`config.mk`:
```
export PLATFORM = sky130hd
export DESIGN_NAME = nearest_floor_request_queue_unit
export DESIGN_NICKNAME = d
export VERILOG_FILES = /design/src/rtl/nfrq_pkg.sv /design/src/rtl/nfrq_cell.sv /design/src/rtl/nearest_floor_request_queue_unit.sv
export VERILOG_INCLUDE_DIRS = /design/src /design/src/rtl
export SDC_FILE = /design/constraint.sdc
export NUM_CORES = 1
export LEC_CHECK = 0
export ABC_AREA = 1
export BUFFER_PORTS_ARGS = -buffer_cell sky130_fd_sc_hd__buf_2
export CAP_MARGIN = 20
export CORE_MARGIN = 5
export CORE_UTILIZATION = 61
export CTS_CLUSTER_SIZE = 30
export DETAILED_ROUTE_END_ITERATION = 10
export PLACE_DENSITY = 0.83
export SYNTH_ARGS = -nofsm -noshare
export SYNTH_HDL_FRONTEND = slang
export SYNTH_SLANG_ARGS = --single-unit
```
`constraint.sdc`:
```
create_clock -name clock -period 9.03 [get_ports clock]
set_input_delay 0.903 -clock clock [delete_from_list [all_inputs] [get_ports clock]]
set_output_delay 0.903 -clock clock [all_outputs]
set_load 0.005 [all_outputs]
```
`src/rtl/assert_macros.svh`:
```
// Assertion macros for the RTL files; nearest_floor_request_queue_unit.sv includes them.
`ifndef ASSERT_MACROS_SVH
`define ASSERT_MACROS_SVH

// The condition must hold at every clock edge outside reset.
`define ASSERT_ALWAYS(label, clk, rst, cond) \
   label: assert property (@(posedge clk) disable iff (rst) (cond)) \
      else $error("assertion failed: condition does not hold");

// The consequent must hold in the same cycle as the antecedent.
`define ASSERT_IMPLIES(label, clk, rst, ante, cons) \
   label: assert property (@(posedge clk) disable iff (rst) (ante) |-> (cons)) \
      else $error("assertion failed: implication does not hold");

`endif

```
`src/rtl/nfrq_pkg.sv`:
```
package nfrq_pkg;

   localparam int FLOOR_W            = 4;
   localparam int STATUS_W           = 3;
   localparam int DIR_W              = 2;
   localparam int NUM_FLOORS_DEFAULT = 11;

   localparam logic [STATUS_W-1:0] STATUS_ADDED   = 3'd0;
   localparam logic [STATUS_W-1:0] STATUS_DUP     = 3'd1;
   localparam logic [STATUS_W-1:0] STATUS_INVALID = 3'd2;
   localparam logic [STATUS_W-1:0] STATUS_MOVED   = 3'd3;
   localparam logic [STATUS_W-1:0] STATUS_ARRIVED = 3'd4;
   localparam logic [STATUS_W-1:0] STATUS_EMPTY   = 3'd5;

   localparam logic signed [DIR_W-1:0] DIR_IDLE = 2'sd0;
   localparam logic signed [DIR_W-1:0] DIR_UP   = 2'sd1;
   localparam logic signed [DIR_W-1:0] DIR_DOWN = -2'sd1;

   typedef struct packed {
      logic insert;
      logic pop;
   } cell_cmd_type;

   function automatic logic [FLOOR_W-1:0] floor_dist(input logic [FLOOR_W-1:0] a,
                                                     input logic [FLOOR_W-1:0] b);
      floor_dist = (a > b) ? (a - b) : (b - a);
   endfunction

endpackage

```
`src/rtl/nfrq_cell.sv`:
```
module nfrq_cell (
   input  logic                          clock,
   input  nfrq_pkg::cell_cmd_type        cmd,
   input  logic                          occupied,
   input  logic [nfrq_pkg::FLOOR_W-1:0]  car_floor,
   input  logic [nfrq_pkg::FLOOR_W-1:0]  new_floor,
   input  logic [nfrq_pkg::FLOOR_W-1:0]  new_dist,
   input  logic [nfrq_pkg::FLOOR_W-1:0]  prev_entry,
   input  logic [nfrq_pkg::FLOOR_W-1:0]  next_entry,
   input  logic                          found_in,
   output logic                          found_out,
   output logic [nfrq_pkg::FLOOR_W-1:0]  entry
);
   import nfrq_pkg::*;

   logic [FLOOR_W-1:0] entry_ff;
   logic [FLOOR_W-1:0] entry_in;
   logic               ge;

   assign ge        = occupied && (floor_dist(entry_ff, car_floor) >= new_dist);
   assign found_out = found_in || ge || !occupied;
   assign entry     = entry_ff;

   always_comb begin
      entry_in = entry_ff;
      if (cmd.insert) begin
         if (found_in) begin
            entry_in = prev_entry;
         end else if (ge || !occupied) begin
            entry_in = new_floor;
         end
      end else if (cmd.pop) begin
         entry_in = next_entry;
      end
   end

   always_ff @(posedge clock) begin
      entry_ff <= entry_in;
   end

endmodule

```
`src/rtl/nearest_floor_request_queue_unit.sv`:
```
// Channel   | Ports                                                      | Handshake
// ----------+------------------------------------------------------------+-------------------
// request   | req_op, req_floor                                          | start && !busy
// response  | rsp_status, rsp_car_floor, rsp_car_direction, rsp_last     | rsp_strobe
//
// An add transaction gives its single response in the cycle after it is accepted.
// A serve transaction pops the queue in its accept cycle and then steps the car one
// floor per cycle, so it gives one response per floor travelled, at most NUM_FLOORS - 1,
// and keeps busy high while the car moves. When the car is already at the head floor,
// or the queue is empty, it gives one response in the next cycle and busy stays low.
// Reset is synchronous and empties the queue; the car returns to floor zero, idle.
// The receiver cannot stall: each response is shown for exactly one cycle.
`include "assert_macros.svh"

module nearest_floor_request_queue_unit #(
   parameter int NUM_FLOORS = nfrq_pkg::NUM_FLOORS_DEFAULT
) (
   input  logic                                 clock,
   input  logic                                 reset,
   input  logic                                 start,
   output logic                                 busy,
   input  logic                                 req_op,
   input  logic [nfrq_pkg::FLOOR_W-1:0]         req_floor,
   output logic                                 rsp_strobe,
   output logic [nfrq_pkg::STATUS_W-1:0]        rsp_status,
   output logic [nfrq_pkg::FLOOR_W-1:0]         rsp_car_floor,
   output logic signed [nfrq_pkg::DIR_W-1:0]    rsp_car_direction,
   output logic                                 rsp_last
);
   import nfrq_pkg::*;

   localparam int IDX_W = (NUM_FLOORS > 1) ? $clog2(NUM_FLOORS) : 1;
   localparam int CNT_W = $clog2(NUM_FLOORS + 1);

   localparam logic S_IDLE = 1'b0;
   localparam logic S_STEP = 1'b1;

   logic                     state_ff, state_in;
   logic [CNT_W-1:0]         count_ff, count_in;
   logic [NUM_FLOORS-1:0]    pending_ff, pending_in;
   logic [FLOOR_W-1:0]       car_floor_ff, car_floor_in;
   logic signed [DIR_W-1:0]  direction_ff, direction_in;
   logic [FLOOR_W-1:0]       target_ff, target_in;

   logic                     rsp_strobe_ff, rsp_strobe_in;
   logic [STATUS_W-1:0]      rsp_status_ff, rsp_status_in;
   logic [FLOOR_W-1:0]       rsp_floor_ff, rsp_floor_in;
   logic signed [DIR_W-1:0]  rsp_dir_ff, rsp_dir_in;
   logic                     rsp_last_ff, rsp_last_in;

   logic                     accept;
   logic                     floor_ok;
   logic                     is_dup;
   logic [IDX_W-1:0]         req_idx;
   logic [IDX_W-1:0]         head_idx;
   logic [FLOOR_W-1:0]       new_dist;
   logic [FLOOR_W-1:0]       head;
   logic                     going_up;
   logic [FLOOR_W-1:0]       step_floor;
   logic signed [DIR_W-1:0]  step_dir;
   cell_cmd_type             cmd;

   logic [FLOOR_W-1:0]       entry [NUM_FLOORS];
   logic [NUM_FLOORS:0]      found;
   logic [NUM_FLOORS-1:0]    occupied;

   assign busy     = (state_ff == S_STEP);
   assign accept   = start && !busy;
   assign floor_ok = {1'b0, req_floor} < (FLOOR_W + 1)'(NUM_FLOORS);
   assign req_idx  = req_floor[IDX_W-1:0];
   assign is_dup   = pending_ff[req_idx] || (count_ff >= CNT_W'(NUM_FLOORS));
   assign new_dist = floor_dist(req_floor, car_floor_ff);
   assign head     = entry[0];
   assign head_idx = head[IDX_W-1:0];

   assign going_up   = target_ff > car_floor_ff;
   assign step_floor = going_up ? (car_floor_ff + FLOOR_W'(1)) : (car_floor_ff - FLOOR_W'(1));
   assign step_dir   = going_up ? DIR_UP : DIR_DOWN;

   assign cmd.insert = accept && !req_op && floor_ok && !is_dup;
   assign cmd.pop    = accept && req_op && (count_ff != '0);

   assign found[0] = 1'b0;

   for (genvar i = 0; i < NUM_FLOORS; i++) begin : g_cell
      logic [FLOOR_W-1:0] prev_entry;
      logic [FLOOR_W-1:0] next_entry;

      assign occupied[i] = count_ff > CNT_W'(i);

      if (i == 0) begin : g_first
         assign prev_entry = req_floor;
      end else begin : g_inner_prev
         assign prev_entry = entry[i-1];
      end

      if (i == NUM_FLOORS - 1) begin : g_last
         assign next_entry = '0;
      end else begin : g_inner_next
         assign next_entry = entry[i+1];
      end

      nfrq_cell u_cell (
         .clock      (clock),
         .cmd        (cmd),
         .occupied   (occupied[i]),
         .car_floor  (car_floor_ff),
         .new_floor  (req_floor),
         .new_dist   (new_dist),
         .prev_entry (prev_entry),
         .next_entry (next_entry),
         .found_in   (found[i]),
         .found_out  (found[i+1]),
         .entry      (entry[i])
      );
   end

   always_comb begin
      state_in      = state_ff;
      count_in      = count_ff;
      pending_in    = pending_ff;
      car_floor_in  = car_floor_ff;
      direction_in  = direction_ff;
      target_in     = target_ff;
      rsp_strobe_in = 1'b0;
      rsp_status_in = rsp_status_ff;
      rsp_floor_in  = rsp_floor_ff;
      rsp_dir_in    = rsp_dir_ff;
      rsp_last_in   = rsp_last_ff;

      case (state_ff)
         S_IDLE: begin
            if (accept) begin
               if (!req_op) begin
                  rsp_strobe_in = 1'b1;
                  rsp_floor_in  = car_floor_ff;
                  rsp_dir_in    = direction_ff;
                  rsp_last_in   = 1'b1;
                  if (!floor_ok) begin
                     rsp_status_in = STATUS_INVALID;
                  end else if (is_dup) begin
                     rsp_status_in = STATUS_DUP;
                  end else begin
                     rsp_status_in        = STATUS_ADDED;
                     count_in             = count_ff + CNT_W'(1);
                     pending_in[req_idx]  = 1'b1;
                  end
               end else if (count_ff == '0) begin
                  direction_in  = DIR_IDLE;
                  rsp_strobe_in = 1'b1;
                  rsp_status_in = STATUS_EMPTY;
                  rsp_floor_in  = car_floor_ff;
                  rsp_dir_in    = DIR_IDLE;
                  rsp_last_in   = 1'b1;
               end else begin
                  count_in             = count_ff - CNT_W'(1);
                  pending_in[head_idx] = 1'b0;
                  target_in            = head;
                  if (head == car_floor_ff) begin
                     if (count_ff == CNT_W'(1)) begin
                        direction_in = DIR_IDLE;
                     end
                     rsp_strobe_in = 1'b1;
                     rsp_status_in = STATUS_ARRIVED;
                     rsp_floor_in  = car_floor_ff;
                     rsp_dir_in    = (count_ff == CNT_W'(1)) ? DIR_IDLE : direction_ff;
                     rsp_last_in   = 1'b1;
                  end else begin
                     state_in = S_STEP;
                  end
               end
            end
         end
         S_STEP: begin
            car_floor_in  = step_floor;
            rsp_strobe_in = 1'b1;
            rsp_floor_in  = step_floor;
            if (step_floor != target_ff) begin
               direction_in  = step_dir;
               rsp_status_in = STATUS_MOVED;
               rsp_dir_in    = step_dir;
               rsp_last_in   = 1'b0;
            end else begin
               direction_in  = (count_ff == '0) ? DIR_IDLE : step_dir;
               rsp_status_in = STATUS_ARRIVED;
               rsp_dir_in    = (count_ff == '0) ? DIR_IDLE : step_dir;
               rsp_last_in   = 1'b1;
               state_in      = S_IDLE;
            end
         end
         default: begin
            state_in = S_IDLE;
         end
      endcase
   end

   always_ff @(posedge clock) begin
      if (reset) begin
         state_ff      <= S_IDLE;
         count_ff      <= '0;
         pending_ff    <= '0;
         car_floor_ff  <= '0;
         direction_ff  <= DIR_IDLE;
         rsp_strobe_ff <= 1'b0;
      end else begin
         state_ff      <= state_in;
         count_ff      <= count_in;
         pending_ff    <= pending_in;
         car_floor_ff  <= car_floor_in;
         direction_ff  <= direction_in;
         rsp_strobe_ff <= rsp_strobe_in;
      end
   end

   always_ff @(posedge clock) begin
      target_ff     <= target_in;
      rsp_status_ff <= rsp_status_in;
      rsp_floor_ff  <= rsp_floor_in;
      rsp_dir_ff    <= rsp_dir_in;
      rsp_last_ff   <= rsp_last_in;
   end

   assign rsp_strobe        = rsp_strobe_ff;
   assign rsp_status        = rsp_status_ff;
   assign rsp_car_floor     = rsp_floor_ff;
   assign rsp_car_direction = rsp_dir_ff;
   assign rsp_last          = rsp_last_ff;

   `ASSERT_ALWAYS(a_pending_matches_count, clock, reset, $countones(pending_ff) == count_ff)
   `ASSERT_IMPLIES(a_step_not_arrived, clock, reset, busy, target_ff != car_floor_ff)
   `ASSERT_IMPLIES(a_moved_keeps_busy, clock, reset, rsp_strobe_ff && !rsp_last_ff, busy)

endmodule
```
=== Yosys cells after proc, flatten, opt, wreduce, memory -nomap -nowiden ===
Cells that the tools add are included.

* Logic and storage cells: 310
* Output and inout port bits: 12
* Register bits: 81
* Input bits: 8

* Eq/ne operators: 20
* Reduce and logical (&&, ||, !) cells: 82
* Muxes and demuxes: 112
* Bitwise operators: 5
* $lt $le $gt $ge: 41
* $add $sub $neg: 28

{| class="wikitable"
|+ Operators with widths
! cell !! count
|-
| $mux W4 || 64
|-
| $sub A4 B4 Y4 || 24
|-
| $gt A4 B4 Y1 || 13
|-
| $ge A4 B4 Y1 || 11
|-
| $mux W11 || 4
|-
| $logic_or A1 B1 Y1 || 30
|-
| $ne A3 B1 Y1 const B || 10
|-
| $reduce_and A2 Y1 || 12
|-
| $mux W2 || 11
|-
| $logic_and A1 B1 Y1 || 19
|-
| $mux W1 || 18
|-
| $gt A4 B3 Y1 const B || 4
|-
| $mux W3 || 5
|-
| $logic_not A1 Y1 || 14
|-
| $gt A4 B4 Y1 const B || 3
|-
| $and A11 B11 Y11 || 1
|-
| $not A11 Y11 || 1
|-
| $or A11 B11 Y11 || 1
|-
| $lt A4 B5 Y1 const B || 2
|-
| $add A4 B1 Y4 const B || 2
|-
| $demux W1 S4 || 2
|-
| $ge A4 B1 Y1 const B || 2
|-
| $gt A4 B1 Y1 const B || 2
|-
| $gt A4 B2 Y1 const B || 2
|-
| 22 further kinds || 31
|}

=== Longest topological paths before layout ===
* Depth after elaboration: 25
* Mapped depth: 24
* Depth with buffers taken out: 24

=== By module ===
Synthesis repeated with hierarchy kept, for this count alone.

* Cells, all modules: 1388
* Area total of the unflattened synthesis: 9706.8 µm²

{| class="wikitable"
|+ Modules (own cells, without submodules)
! module !! instances !! sequential area each (µm²) !! cells an instance !! area each (µm²)
|-
| nfrq_cell || 11 || 120.1 || 92 || 639.4
|-
| nearest_floor_request_queue_unit || 1 || 880.8 || 376 || 2673.8
|}

=== Worst setup path before layout ===
Ideal clock, no wire load.

* Path kind: register to register
* Start: reg car_floor_ff[1]
* End: reg g_cell[10].u_cell.entry_ff[0], enable pin
* Clock period less this slack: 5.916 ns
* Path slack: 3.114 ns
* Library setup time: 0.268 ns
* Buffers on the path: 0
* Data arrival time: 5.647 ns
* Data required time: 8.762 ns
* Cell stages (with the launch flop): 20
* Cell sequence: dfxtp_1 > inv_1 > fa_1 > nand2_1 > a21boi_0 > o21ai_0 > nand3_1 > o21ai_0 > xor2_1 > ha_1 > a21oi_1 > nand4_4 > nor2_8 > nand4_4 > nor2_8 > nand3_4 > nor2_4 > nand3_2 > nand2_1 > nand2_1

* Cells in the longest elaborated chain, start to end: 25
* Elaborated cells between the ends (all ways): 92
* Those cells by class: 24 x add/sub; 23 x order compare; 1 x eq/ne; 12 x mux; 32 x reduce/logical

{| class="wikitable"
|+ Ends and longest elaborated chain
! item !! line !! source
|-
| from (decl) || nearest_floor_request_queue_unit.sv:41 || <nowiki>logic [FLOOR_W-1:0] car_floor_ff, car_floor_in;</nowiki>
|-
| from (signal assigned) || nearest_floor_request_queue_unit.sv:209 || <nowiki>car_floor_ff <= car_floor_in;</nowiki>
|-
| $sub A4 B4 Y4 / $gt A4 B4 Y1 (equally long branches) || nfrq_pkg.sv:26 || <nowiki>floor_dist = (a > b) ? (a - b) : (b - a);</nowiki>
|-
| $mux W4 || nfrq_pkg.sv:26 ||
|-
| $ge A4 B4 Y1 || nfrq_cell.sv:20 || <nowiki>assign ge = occupied && (floor_dist(entry_ff, car_floor) >= new_dist);</nowiki>
|-
| $logic_and A1 B1 Y1 || nfrq_cell.sv:20 ||
|-
| $logic_or A1 B1 Y1 (19 in a row) || nfrq_cell.sv:21 || <nowiki>assign found_out = found_in || ge || !occupied;</nowiki>
|-
| $ne A3 B1 Y1 (no line) (*) || n/a ||
|-
| $reduce_and A2 Y1 (no line) (*) || n/a ||
|-
| to (signal assigned) || nfrq_cell.sv:38 || <nowiki>entry_ff <= entry_in;</nowiki>
|-
| to (decl) || nfrq_cell.sv:16 || <nowiki>logic [FLOOR_W-1:0] entry_ff;</nowiki>
|}

Mark *: on every way between the ends. The rest lies on a longest branch, timed or not.
A chain may end at the register's enable or synchronous reset.

=== Worst setup path in the final report ===
* Start: in req_floor[0] (netlist name)
* End: reg g_cell[10].u_cell.entry_ff[1], enable pin

* Cells in the longest elaborated chain, start to end: 25
* Elaborated cells between the ends (all ways): 56
* Those cells by class: 2 x add/sub; 13 x order compare; 1 x eq/ne; 3 x mux; 37 x reduce/logical

{| class="wikitable"
|+ Ends and longest elaborated chain
! item !! line !! source
|-
| from (decl) || nearest_floor_request_queue_unit.sv:23 || <nowiki>input logic [nfrq_pkg::FLOOR_W-1:0] req_floor,</nowiki>
|-
| $sub A4 B4 Y4 / $gt A4 B4 Y1 (equally long branches) || nfrq_pkg.sv:26 ||
|-
| $mux W4 || nfrq_pkg.sv:26 ||
|-
| $ge A4 B4 Y1 || nfrq_cell.sv:20 ||
|-
| $logic_and A1 B1 Y1 || nfrq_cell.sv:20 ||
|-
| $logic_or A1 B1 Y1 (19 in a row) || nfrq_cell.sv:21 ||
|-
| $ne A3 B1 Y1 (no line) || n/a ||
|-
| $reduce_and A2 Y1 (no line) (*) || n/a ||
|}

Mark *: on every way between the ends. The rest lies on a longest branch, timed or not. The select of a mux whose other input is x is not followed.

==> impl_metrics.xml <==
<?xml version="1.0" encoding="UTF-8"?>
<metrics>
  <group name="logic_synthesis">
    <metric name="synth_area_per_cell" unit="um^2">8.23</metric>
    <metric name="yosysWarnings" unit="">0</metric>
    <metric name="yosysTopAreaCell" unit="">sky130_fd_sc_hd__edfxtp_1</metric>
    <metric name="synth.distinct_cells" unit="">51</metric>
    <metric name="syn_area" unit="um^2">8420</metric>
    <metric name="synth.top_cells.by_area" unit="">sky130_fd_sc_hd__edfxtp_1 21%, sky130_fd_sc_hd__ha_1 21%, sky130_fd_sc_hd__inv_1 8.1%</metric>
    <metric name="share_of_synthesized_registers_carrying_an_async_set_or_reset" unit="%">0</metric>
    <metric name="ys_seq_area_share" unit="%">26.2</metric>
    <metric name="ys_seq_elements" unit="">81</metric>
    <metric name="syn_inst" unit="">1023</metric>
    <metric name="ys.flop_type" unit="">sky130_fd_sc_hd__edfxtp_1</metric>
    <metric name="yosys.cell_count.top_type" unit="">sky130_fd_sc_hd__inv_1</metric>
    <metric name="synth_edf_count" unit="">58</metric>
    <metric name="mappedNetlistNets" unit="">1194</metric>
    <metric name="yosysTopAreaCellShare" unit="%">20.7</metric>
    <metric name="post_synth_most_frequent_cells" unit="">181 x sky130_fd_sc_hd__inv_1, 138 x sky130_fd_sc_hd__ha_1, 137 x sky130_fd_sc_hd__nand2_1</metric>
  </group>
  <group name="run">
    <metric name="maxCapViolations" unit="">0</metric>
  </group>
  <group name="worst_setup_path">
    <metric name="start_kind" unit="">primary input</metric>
    <metric name="worst-endpoint-arrival" unit="ps">5480</metric>
    <metric name="timing.critical_path.required" unit="ps">9110</metric>
    <metric name="critical_path_class" unit="">in2reg</metric>
    <metric name="setup.worst_path.end_class" unit="">register</metric>
    <metric name="crit_path_cells" unit="">buf_2, inv_1, ha_1, inv_1, fa_1, nand2_1, a21boi_0, o21ai_0, nand3_1, o21ai_0, xor2_1, ha_1, a21oi_1, nand4_4, nor2_8, nand4_4, nor2_8, nand3_4, nor2_4, nand3_2, nand2_1, nand2_1</metric>
    <metric name="timing.critical_path.max_delay_family" unit="">simple AND/OR/NAND/NOR gates</metric>
    <metric name="crit_buf_inv" unit="">3</metric>
    <metric name="rrSetupSlack" unit="ps">3760</metric>
    <metric name="critical_path.slowest_cell" unit="">sky130_fd_sc_hd__xor2_1</metric>
    <metric name="critPathMaxFanout" unit="">10</metric>
    <metric name="cpMostUsedCell" unit="">sky130_fd_sc_hd__nand2_1</metric>
    <metric name="cpPeakStageDelay" unit="ps">680</metric>
  </group>
  <group name="sta">
    <metric name="rsz0062_at_grt" unit="">no</metric>
    <metric name="achievable-frequency" unit="MHz">185</metric>
    <metric name="setup_tns" unit="ps">0</metric>
    <metric name="slew_violations" unit="">0</metric>
    <metric name="post-route-min-period" unit="ps">5400</metric>
    <metric name="fin_crit_sh" unit="%">59.8</metric>
    <metric name="setup_viol" unit="">0</metric>
    <metric name="worstMarginPinSlew" unit="ps">878</metric>
    <metric name="fin_skew" unit="ps">7.61</metric>
    <metric name="final_hold_viol_count" unit="">0</metric>
    <metric name="maxSlewHeadroom" unit="%">41.4</metric>
  </group>
  <group name="grt">
    <metric name="grt_most_used_layer" unit="">met2</metric>
    <metric name="global_route.overflow_total" unit="">0</metric>
    <metric name="wire_length_of_the_first_global_routing_pass" unit="um">35200</metric>
    <metric name="track_usage" unit="%">27.3</metric>
    <metric name="grt_antenna_before_repair" unit="">0</metric>
    <metric name="use_met1" unit="%">36.3</metric>
    <metric name="use_met2" unit="%">44.8</metric>
    <metric name="met3_usage" unit="%">3.64</metric>
    <metric name="grt_start_max_net_pins" unit="">45</metric>
    <metric name="first_global_vias" unit="">7068</metric>
  </group>
  <group name="routing">
    <metric name="firstDrtPassIters" unit="">5</metric>
    <metric name="drt_iter0_markers" unit="">764</metric>
    <metric name="num_vias" unit="">7431</metric>
    <metric name="number_of_nets_with_antenna_violations_after_routing" unit="">0</metric>
    <metric name="drt_wl_total" unit="um">22100</metric>
    <metric name="remaining_drc_errors" unit="">0</metric>
    <metric name="route.detailed.vias_per_inst" unit="">6.05</metric>
    <metric name="routedWlPerCell" unit="um">18.0</metric>
  </group>
  <group name="clocking">
    <metric name="tritoncts" unit="">built</metric>
    <metric name="clkLatencyLatePin" unit="ps">350</metric>
    <metric name="cts_max_path_buffers" unit="">2</metric>
    <metric name="htreeDepth" unit="">3</metric>
    <metric name="cts_inserted_buffers" unit="">9</metric>
    <metric name="clock_sink_count" unit="">81</metric>
    <metric name="post_cts_resized" unit="">0</metric>
    <metric name="post-cts-setup-buffer-count" unit="">0</metric>
    <metric name="clock_tree.root_cell" unit="">sky130_fd_sc_hd__clkbuf_16</metric>
    <metric name="cts_hold_repair.buffers" unit="">0</metric>
    <metric name="clkSlewWorstSetupHoldPaths" unit="ps">60</metric>
  </group>
  <group name="pwr">
    <metric name="ir_drop" unit="mV">0.111</metric>
    <metric name="power_density" unit="nW/um^2">197</metric>
    <metric name="power.static_leakage" unit="nW">4.26</metric>
  </group>
  <group name="placement">
    <metric name="dp_cells" unit="">1211</metric>
    <metric name="routabilityCongestion" unit="">0.925</metric>
    <metric name="port_buffers" unit="">19</metric>
    <metric name="place.detailed.hpwl" unit="um">16400</metric>
  </group>
  <group name="finish">
    <metric name="number_of_diodes" unit="">0</metric>
    <metric name="layoutNonFillerInstCount" unit="">1228</metric>
    <metric name="utilization" unit="%">65.6</metric>
    <metric name="synthToLayoutAreaGrowth" unit="%">6.85</metric>
    <metric name="layout.filler_cells" unit="">1130</metric>
    <metric name="final_layout_size_suffix_gt1_share" unit="%">8.21</metric>
    <metric name="num-nets-final" unit="">1214</metric>
  </group>
  <group name="floorplan">
    <metric name="boundaryPins" unit="">20</metric>
    <metric name="die_w" unit="um">127</metric>
    <metric name="design.core.area" unit="um^2">13700</metric>
    <metric name="die_area" unit="um^2">16300</metric>
    <metric name="die_h" unit="um">127</metric>
    <metric name="start_util" unit="%">61.4</metric>
    <metric name="num_rows" unit="">43</metric>
  </group>
  <group name="min_path">
    <metric name="worstHoldPathType" unit="">reg2reg</metric>
  </group>
  <group name="outcome">
    <metric name="outcome" unit="">completed</metric>
  </group>
</metrics>
==> kinds of logic (layout without fill, tap and decap cells) <==
logic type	count (synthesis)	in the layout	synth area share, %
adder cells (fa/ha/maj)	163	163	26.5
multiplexers	20	20	2.53
buffers and inverters	206	231	9.60
AO/OA/AOI/OAI	221	221	15.4
AND/OR/NAND/NOR	304	304	17.0
XOR/XNOR	28	28	2.91
flip-flops	81	81	26.2
==> worst min-delay path: stages, from the launching register on <==
cell,delay [ps]
sky130_fd_sc_hd__dfxtp_1,310
sky130_fd_sc_hd__inv_1,50
sky130_fd_sc_hd__a21oi_1,50
==> stage by stage <==
step,setup WS [ps],cell area (um^2),hold slack [ps],total power [mW]
after floorplan,3110,8420,425,1.17
after global placement,3430,8700,433,1.36
after detailed placement,3220,8700,438,1.41
after CTS,3550,8990,447,1.76
after global routing,3240,9000,483,1.92
final,3630,9000,447,1.78
==> final cells by class <==
class	instances	area (um^2)	share of cell area (%)
inverters	186	698	7.76
repair buffers	29	170	1.89
clock inverters	6	40.0	0.445
clock buffers	10	250	2.78
flip-flops and latches	81	2200	24.5
multi-input cells	736	5410	60.1
well taps	180	225	2.50
==> layout by cell type (no fill, tap or decap), drive strengths merged, types with 25 or more instances in the layout <==
cell type    n
inv        186
nand2      142
ha         138
o21ai       82
a21oi       75
nor2        68
nand3       64
edfxtp      58
buf         29
fa          25
==> worst paths after layout <==
kind	endpoint	from	cells after the start
max	g_cell[10].u_cell.entry[1]	req_floor[0]	22
max reg2reg	g_cell[10].u_cell.entry[1]	car_floor_ff[1]	20
min reg2reg	pending_ff[4]	pending_ff[4]	2
min	pending_ff[4]	pending_ff[4]	2
==> registers in the layout, summed over array words and instances (netlist names) <==
register / flops
rsp_car_floor: 4
rsp_car_direction: 2
rsp_strobe: 1
pending_ff: 11
g_cell.u_cell.entry: 44
busy: 1
count_ff: 4
target_ff: 4
rsp_status: 3
rsp_last: 1
direction_ff: 2
car_floor_ff: 4
==> routing by layer <==
layer  wire length [um]  up-vias
met3               1870       82
met1               9020     3440
met2              10300      389
met4                874        0
li1                   -     3520
met5                  0        -
==> report_power, final <==
part / internal [mW] / total [mW] / switching, mW
clock network: 0.203 / 0.358 / 0.156
registers: 0.462 / 0.502 / 0.0400
logic: 0.347 / 0.916 / 0.569
total: 1.01 / 1.78 / 0.765
No activity file was read; power rests on OpenSTA's default activity.
